$ cat src/sv/tza_pkg.sv
// tza_pkg: shared types, constants and the month-length lookup for the
// time-zone date adjuster. No dependencies.
package tza_pkg;

	localparam int SEC_W   = 6;
	localparam int MIN_W   = 6;
	localparam int HOUR_W  = 5;
	localparam int WDAY_W  = 3;
	localparam int DAY_W   = 5;
	localparam int MONTH_W = 4;
	localparam int YEAR_W  = 12;
	localparam int ZONE_W  = 5;

	localparam int DATE_W  = SEC_W + MIN_W + HOUR_W + WDAY_W + DAY_W + MONTH_W + YEAR_W;
	localparam int TDATA_W = ((DATE_W + 7) / 8) * 8;

	localparam int ZONE_OFS_MIN   = -12;
	localparam int ZONE_OFS_MAX   = 12;
	localparam int ZONE_OFS_RESET = -3;

	localparam int HOURS_PER_DAY = 24;
	localparam int DAYS_PER_WEEK = 7;
	localparam int MONTHS        = 12;
	localparam int LEAP_FEB_LEN  = 29;
	localparam int LONG_MONTH    = 31;
	localparam logic [MONTH_W-1:0] FEBRUARY = 4'd2;

	// second sits in the lowest bits, matching the tdata layout
	typedef struct packed {
		logic [YEAR_W-1:0]  year;
		logic [MONTH_W-1:0] month;
		logic [DAY_W-1:0]   day;
		logic [WDAY_W-1:0]  weekday;
		logic [HOUR_W-1:0]  hour;
		logic [MIN_W-1:0]   minute;
		logic [SEC_W-1:0]   second;
	} date_t;

	typedef logic [DAY_W-1:0] month_len_t [MONTHS];

	localparam month_len_t MONTH_LEN = '{
		5'd31, 5'd28, 5'd31, 5'd30, 5'd31, 5'd30,
		5'd31, 5'd31, 5'd30, 5'd31, 5'd30, 5'd31
	};

	// out-of-range months count as 31 days; February is 29 days when year % 4 == 0
	function automatic logic [DAY_W-1:0] month_days(input logic [MONTH_W-1:0] m,
			input logic [YEAR_W-1:0] y);
		logic [DAY_W-1:0] len;
		if (m == '0 || m > MONTH_W'(MONTHS)) begin
			len = DAY_W'(LONG_MONTH);
		end else if (m == FEBRUARY && y[1:0] == 2'b00) begin
			len = DAY_W'(LEAP_FEB_LEN);
		end else begin
			len = MONTH_LEN[MONTH_W'(m - 4'd1)];
		end
		return len;
	endfunction

endpackage

$ cat src/sv/tza_date_step.sv
// tza_date_step: combinational hour offset, wrap and one-day calendar step.
// Depends on tza_pkg.
module tza_date_step (
	input  tza_pkg::date_t            d_in,
	input  logic signed [tza_pkg::ZONE_W-1:0] zone,
	output tza_pkg::date_t            d_out
);

	logic signed [6:0] hsum;
	logic              back;
	logic              fwd;
	logic [tza_pkg::MONTH_W-1:0] prev_month;
	logic [tza_pkg::YEAR_W-1:0]  prev_year;
	logic [tza_pkg::DAY_W-1:0]   cur_len;

	assign hsum = $signed({2'b00, d_in.hour}) + 7'(zone);
	assign back = hsum < 0;
	assign fwd  = hsum >= 7'sd24;

	always_comb begin
		if (d_in.month > 4'd1) begin
			prev_month = d_in.month - 4'd1;
			prev_year  = d_in.year;
		end else begin
			prev_month = tza_pkg::MONTH_W'(tza_pkg::MONTHS);
			prev_year  = d_in.year - 12'd1;
		end
	end

	assign cur_len = tza_pkg::month_days(d_in.month, d_in.year);

	always_comb begin
		d_out = d_in;
		if (back) begin
			d_out.hour    = tza_pkg::HOUR_W'(hsum + 7'sd24);
			d_out.weekday = (d_in.weekday > 3'd1) ? d_in.weekday - 3'd1
				: tza_pkg::WDAY_W'(tza_pkg::DAYS_PER_WEEK);
			if (d_in.day > 5'd1) begin
				d_out.day = d_in.day - 5'd1;
			end else begin
				d_out.month = prev_month;
				d_out.year  = prev_year;
				d_out.day   = tza_pkg::month_days(prev_month, prev_year);
			end
		end else if (fwd) begin
			d_out.hour    = tza_pkg::HOUR_W'(hsum - 7'sd24);
			d_out.weekday = (d_in.weekday < 3'd7) ? d_in.weekday + 3'd1 : 3'd1;
			if (d_in.day < cur_len) begin
				d_out.day = d_in.day + 5'd1;
			end else begin
				d_out.day = 5'd1;
				if (d_in.month < tza_pkg::MONTH_W'(tza_pkg::MONTHS)) begin
					d_out.month = d_in.month + 4'd1;
				end else begin
					d_out.month = 4'd1;
					d_out.year  = d_in.year + 12'd1;
				end
			end
		end else begin
			d_out.hour = tza_pkg::HOUR_W'(hsum);
		end
	end

endmodule

$ cat src/sv/timezone_date_adjust.sv
// timezone_date_adjust: top level; input register, date step, result register,
// zone offset register. Depends on tza_pkg and tza_date_step.
//
//   channel  | dir | handshake              | payload
//   s_axis   | in  | s_tvalid / s_tready    | s_tdata: reading
//   m_axis   | out | m_tvalid / m_tready    | m_tdata: adjusted reading
//   cfg      | in  | cfg_valid / cfg_ready  | cfg_data: zone offset, signed
//
// One reading per cycle unless m_tready stalls; result is held in date_s2.
// Throughput set by the single pass through tza_date_step between two registers.
// Reset clears both stage valids; zone offset resets to -3.
// Out-of-range offset writes (outside -12..12) are taken but ignored.
// A stall on m_tready backs up through both stages to s_tready.
module timezone_date_adjust (
	input  logic                          clk,
	input  logic                          arst_n,
	input  logic                          s_tvalid,
	output logic                          s_tready,
	// [5:0] in_second, [11:6] in_minute, [16:12] in_hour, [19:17] in_weekday,
	// [24:20] in_day, [28:25] in_month, [40:29] in_year, rest zero
	input  logic [tza_pkg::TDATA_W-1:0]   s_tdata,
	output logic                          m_tvalid,
	input  logic                          m_tready,
	// [5:0] out_second, [11:6] out_minute, [16:12] out_hour, [19:17] out_weekday,
	// [24:20] out_day, [28:25] out_month, [40:29] out_year, rest zero
	output logic [tza_pkg::TDATA_W-1:0]   m_tdata,
	input  logic                          cfg_valid,
	output logic                          cfg_ready,
	input  logic [tza_pkg::ZONE_W-1:0]    cfg_data
);

	logic signed [tza_pkg::ZONE_W-1:0] zone_q;
	logic signed [tza_pkg::ZONE_W-1:0] cfg_val;
	logic            cfg_ok;
	logic            vld_s1, vld_s2;
	logic            adv_s2, adv_s1;
	tza_pkg::date_t  date_s1, date_s2, date_adj;

	assign cfg_ready = 1'b1;
	assign cfg_val   = $signed(cfg_data);
	assign cfg_ok    = cfg_val >= tza_pkg::ZONE_OFS_MIN && cfg_val <= tza_pkg::ZONE_OFS_MAX;

	always_ff @(posedge clk or negedge arst_n) begin
		if (!arst_n) begin
			zone_q <= tza_pkg::ZONE_W'(tza_pkg::ZONE_OFS_RESET);
		end else if (cfg_valid && cfg_ready && cfg_ok) begin
			zone_q <= cfg_val;
		end
	end

	assign adv_s2   = !vld_s2 || m_tready;
	assign adv_s1   = !vld_s1 || adv_s2;
	assign s_tready = adv_s1;

	always_ff @(posedge clk or negedge arst_n) begin
		if (!arst_n) begin
			vld_s1 <= 1'b0;
			vld_s2 <= 1'b0;
		end else begin
			if (adv_s1) begin
				vld_s1 <= s_tvalid;
			end
			if (adv_s2) begin
				vld_s2 <= vld_s1;
			end
		end
	end

	always_ff @(posedge clk) begin
		if (adv_s1 && s_tvalid) begin
			date_s1 <= tza_pkg::date_t'(s_tdata[tza_pkg::DATE_W-1:0]);
		end
		if (adv_s2 && vld_s1) begin
			date_s2 <= date_adj;
		end
	end

	tza_date_step u_step (
		.d_in  (date_s1),
		.zone  (zone_q),
		.d_out (date_adj)
	);

	assign m_tvalid = vld_s2;
	assign m_tdata  = {{(tza_pkg::TDATA_W - tza_pkg::DATE_W){1'b0}}, date_s2};

	a_zone_range: assert property (@(posedge clk) disable iff (!arst_n)
		zone_q >= tza_pkg::ZONE_OFS_MIN && zone_q <= tza_pkg::ZONE_OFS_MAX)
		else $error("zone offset register out of range");

	a_bad_cfg_ignored: assert property (@(posedge clk) disable iff (!arst_n)
		cfg_valid && !cfg_ok |=> $stable(zone_q))
		else $error("out-of-range offset write changed register");

	a_hour_wrapped: assert property (@(posedge clk) disable iff (!arst_n)
		m_tvalid |-> date_s2.hour < tza_pkg::HOUR_W'(tza_pkg::HOURS_PER_DAY))
		else $error("result hour not wrapped");

	a_accept_fills_s1: assert property (@(posedge clk) disable iff (!arst_n)
		s_tvalid && s_tready |=> vld_s1)
		else $error("accepted transaction lost from input stage");

	a_s2_holds: assert property (@(posedge clk) disable iff (!arst_n)
		vld_s1 && !adv_s2 |=> vld_s1 && vld_s2)
		else $error("stalled stage dropped a transaction");

endmodule
$ cat config.mk
export PLATFORM = sky130hd
export DESIGN_NAME = timezone_date_adjust
export DESIGN_NICKNAME = d
export VERILOG_FILES = /design/src/sv/tza_pkg.sv /design/src/sv/tza_date_step.sv /design/src/sv/timezone_date_adjust.sv
export SDC_FILE = /design/constraint.sdc
export NUM_CORES = 1
export LEC_CHECK = 0
export BUFFER_PORTS_ARGS = -buffer_cell sky130_fd_sc_hd__buf_4
export CAP_MARGIN = 20
export CORE_UTILIZATION = 40
export CTS_CLUSTER_DIAMETER = 150
export DETAILED_ROUTE_END_ITERATION = 6
export GPL_TIMING_DRIVEN = 0
export HOLD_SLACK_MARGIN = 0.02
export PLACE_DENSITY_LB_ADDON = 0.3
export SETUP_SLACK_MARGIN = 0.05
export SYNTH_ARGS = -nofsm -noshare
export SYNTH_HDL_FRONTEND = slang
export SYNTH_SLANG_ARGS = --single-unit
$ cat constraint.sdc
create_clock -name clk -period 6.8 [get_ports clk]
set_input_delay 1.36 -clock clk [delete_from_list [all_inputs] [get_ports clk]]
set_output_delay 1.36 -clock clk [all_outputs]
set_load 0.03 [all_outputs]
==> summary.txt <==
status: complete, no violations
count leader, synth: edfxtp_1
Post-synth top cells: edfxtp_1, a21oi_1, ha_1, nand2_1, nor2_1
clock network power share: 31.4%
VDD IR-drop max: 159 µV
fin nets: 570
WL final: 9.77 mm
critical path's largest stage delay: 0.44 ns
Sw Share: 29.8%
Syn Std Cell Area: 4620 µm²
setup_tns: 0 ns
drt wl/cell: 15.4 µm
ratio of cells with drive above 1 in the final layout: 29.3%
worst path required time: 6.93 ns
min-delay worst type: reg -> reg
Seq pwr share: 43.8%
largest net degree at the start of global routing: 30
Slowest-stage cell, CP: fa_1
fin. max-slew vios: 0
reg-to-reg slack, setup: 2.94 ns
post-synth cell types: 69
Final HPWL DP: 7.35 mm
vias in the first global route: 3159
fmax: 0.259 GHz
CTS tree: built
Tightest Pin Transition: 1.02 ns
CTS Sinks: 89
final setup violation count: 0
Post-synth EDFFs: 82
Synth Warn #: 0
port bufs: 93
Power Density: 271 nW/µm²
Int Power: 1110 µW
Final Hold Viols: 0
Area Overhead vs Synth: 27.0%
initial antenna violation count: 0
critical path type: reg -> reg
total core area: 11000 µm²
num ports: 109
Critical Path End Type: register
Total GRT Usage: 17.3%
ANT nets after route: 0
CTS buffer count: 9
Chip Width: 109 µm
Leak: 0.00226 µW
post-layout min period: 3.86 ns
clock buffer depth: 2
die area: 12000 µm²
global-route wire length before repair: 15.5 mm
syn_area_per_cell: 12.2 µm²
net load switching power: 473 µW
Pre-Repair DR Iteration Count: 4
top-area cell type share of the netlist area: 53.3%
Layout fillers: 1003
Design Power: 1590 µW
Clock Skew: 0.00590 ns
worst skew pair latency: 0.34 ns
DR DRC count: 0
post-synthesis cell count: 378
worst path arrival time: 3.99 ns
Synth Flop Type: edfxtp_1
Root Buffer: clkbuf_16
Yosys reg bits: 89
worst-path cell chain: ha_1 -> fa_1 -> a211o_1 -> and3_1 -> or2_2 -> ha_1 -> a211oi_1 -> a221oi_4 -> or2_2 -> buf_6 -> a311oi_1
Crit Path Max Fanout: 10
Initial Util: 41.9%
CTS resizes: 0
top cell type by total area after synthesis: edfxtp_1
async set-reset flop share out of synthesis: 7.87%
DIE HEIGHT: 109 µm
Final Wtd Congestion: 0.859
Reg clk slew, reported paths: 0.06 ns
Max H-tree Level: 3
vias: 3369
vias per cell: 5.31
Tcrit/Tclk final: 56.7%
global route overflow: 0
setup bufs post-CTS: 0
num rows: 38
combinational power share: 24.8%
CP startpoint kind: register
DRT iter0 DRCs: 196
sequential share of the synthesized area: 57.2%
unrepaired setup endpoints after global routing: no
# diodes: 0
hold buffers post-CTS: 0
Max-slew headroom: 31.3%
number of max-cap violations: 0
Area contributors post-synth: edfxtp_1, ha_1, a21oi_1
## worst max-delay path, delay by kind of cell (launching register included)
kind                       cells  cell delay [ns]
buffers and inverters          1             0.15
and+or+nand+nor                3             0.91
AOI/OAI and AO/OA              4             1.26
adders and majority gates      3             0.96
DFF                            1             0.36
## power by group through the flow
stage	sequential, µW	combinational, µW	clock (µW)
2_1_floorplan	764	206	0
3_3_place_gp	708	379	0
3_5_place_dp	707	392	0
4_1_cts	696	394	512
5_1_grt	701	427	532
6_report	695	394	499
## cell type report
| class | count | area, µm² | share of cell area, % |
|---|---|---|---|
| sequential | 89 | 2640 | 45.0 |
| multi-input combinational | 259 | 1830 | 31.2 |
| timing repair buffer | 95 | 746 | 12.7 |
| clock buffer | 10 | 229 | 3.90 |
| tap | 140 | 175 | 2.99 |
| buffer | 20 | 115 | 1.96 |
| clock inverter | 6 | 72.6 | 1.24 |
| inverter | 16 | 60.1 | 1.02 |
## metal layers
metal	vias to the layer above	wire [µm]	GRT usage, %
li1	1673	-	-
met1	1572	4540	23.3
met2	114	4460	26.7
met3	10	603	4.21
met4	0	168	7.14
met5	-	0	0
## cell families after synthesis
| logic type | count (synthesis) | synth area share (%) |
|---|---|---|
| xor gates and xnor gates | 18 | 3.41 |
| AOI/OAI and AO/OA | 106 | 16.9 |
| other | 2 | 0.163 |
| and+or+nand+nor | 100 | 11.2 |
| muxes | 5 | 1.19 |
| DFF | 89 | 57.2 |
| buffers and inverters | 36 | 3.79 |
| adders and majority gates | 22 | 6.12 |
## per-stage QoR
step	worst slack (ns)	std cells	area, µm²	utilization, %	hold slack (ns)
6_report	2.94	635	5870	53.2	0.419
5_1_grt	2.61	635	5870	53.2	0.428
4_1_cts	2.95	635	5870	53.2	0.420
3_5_place_dp	2.99	619	5570	50.5	0.405
3_3_place_gp	3.02	617	5520	50.0	0.401
2_1_floorplan	3.30	384	4640	-	0.400
## flip-flops by register name, summed over array words and instances (netlist names)
name / flops
date_s1: 41
m_tdata: 41
m_tvalid: 1
vld_s1: 1
zone_q: 5
## path summary, 6_finish.rpt
kind / startpoint / to / depth (start not counted)
worst max-delay path: date_s1[12]$_DFFE_PP_ / m_tdata[24]$_DFFE_PP_ / 11
worst min-delay path: date_s1[7]$_DFFE_PP_ / m_tdata[7]$_DFFE_PP_ / 0
worst max register to register: date_s1[12]$_DFFE_PP_ / m_tdata[24]$_DFFE_PP_ / 11
worst min register to register: date_s1[7]$_DFFE_PP_ / m_tdata[7]$_DFFE_PP_ / 0
max in group asynchronous: arst_n / zone_q[0]$_DFFE_PN1P_ / 1
min in group asynchronous: arst_n / vld_s1$_DFFE_PN0N_ / 1
## layout by cell type, fill, tap and decap left out, drive strengths merged, types with 12 or more instances in the layout
master  count
buf       106
edfxtp     82
a21oi      22
nand2      21
ha         21
nor2       20
inv        19
o21ai      19
clkbuf     19
xnor2      12
No activity file was read; power rests on OpenSTA's default activity.
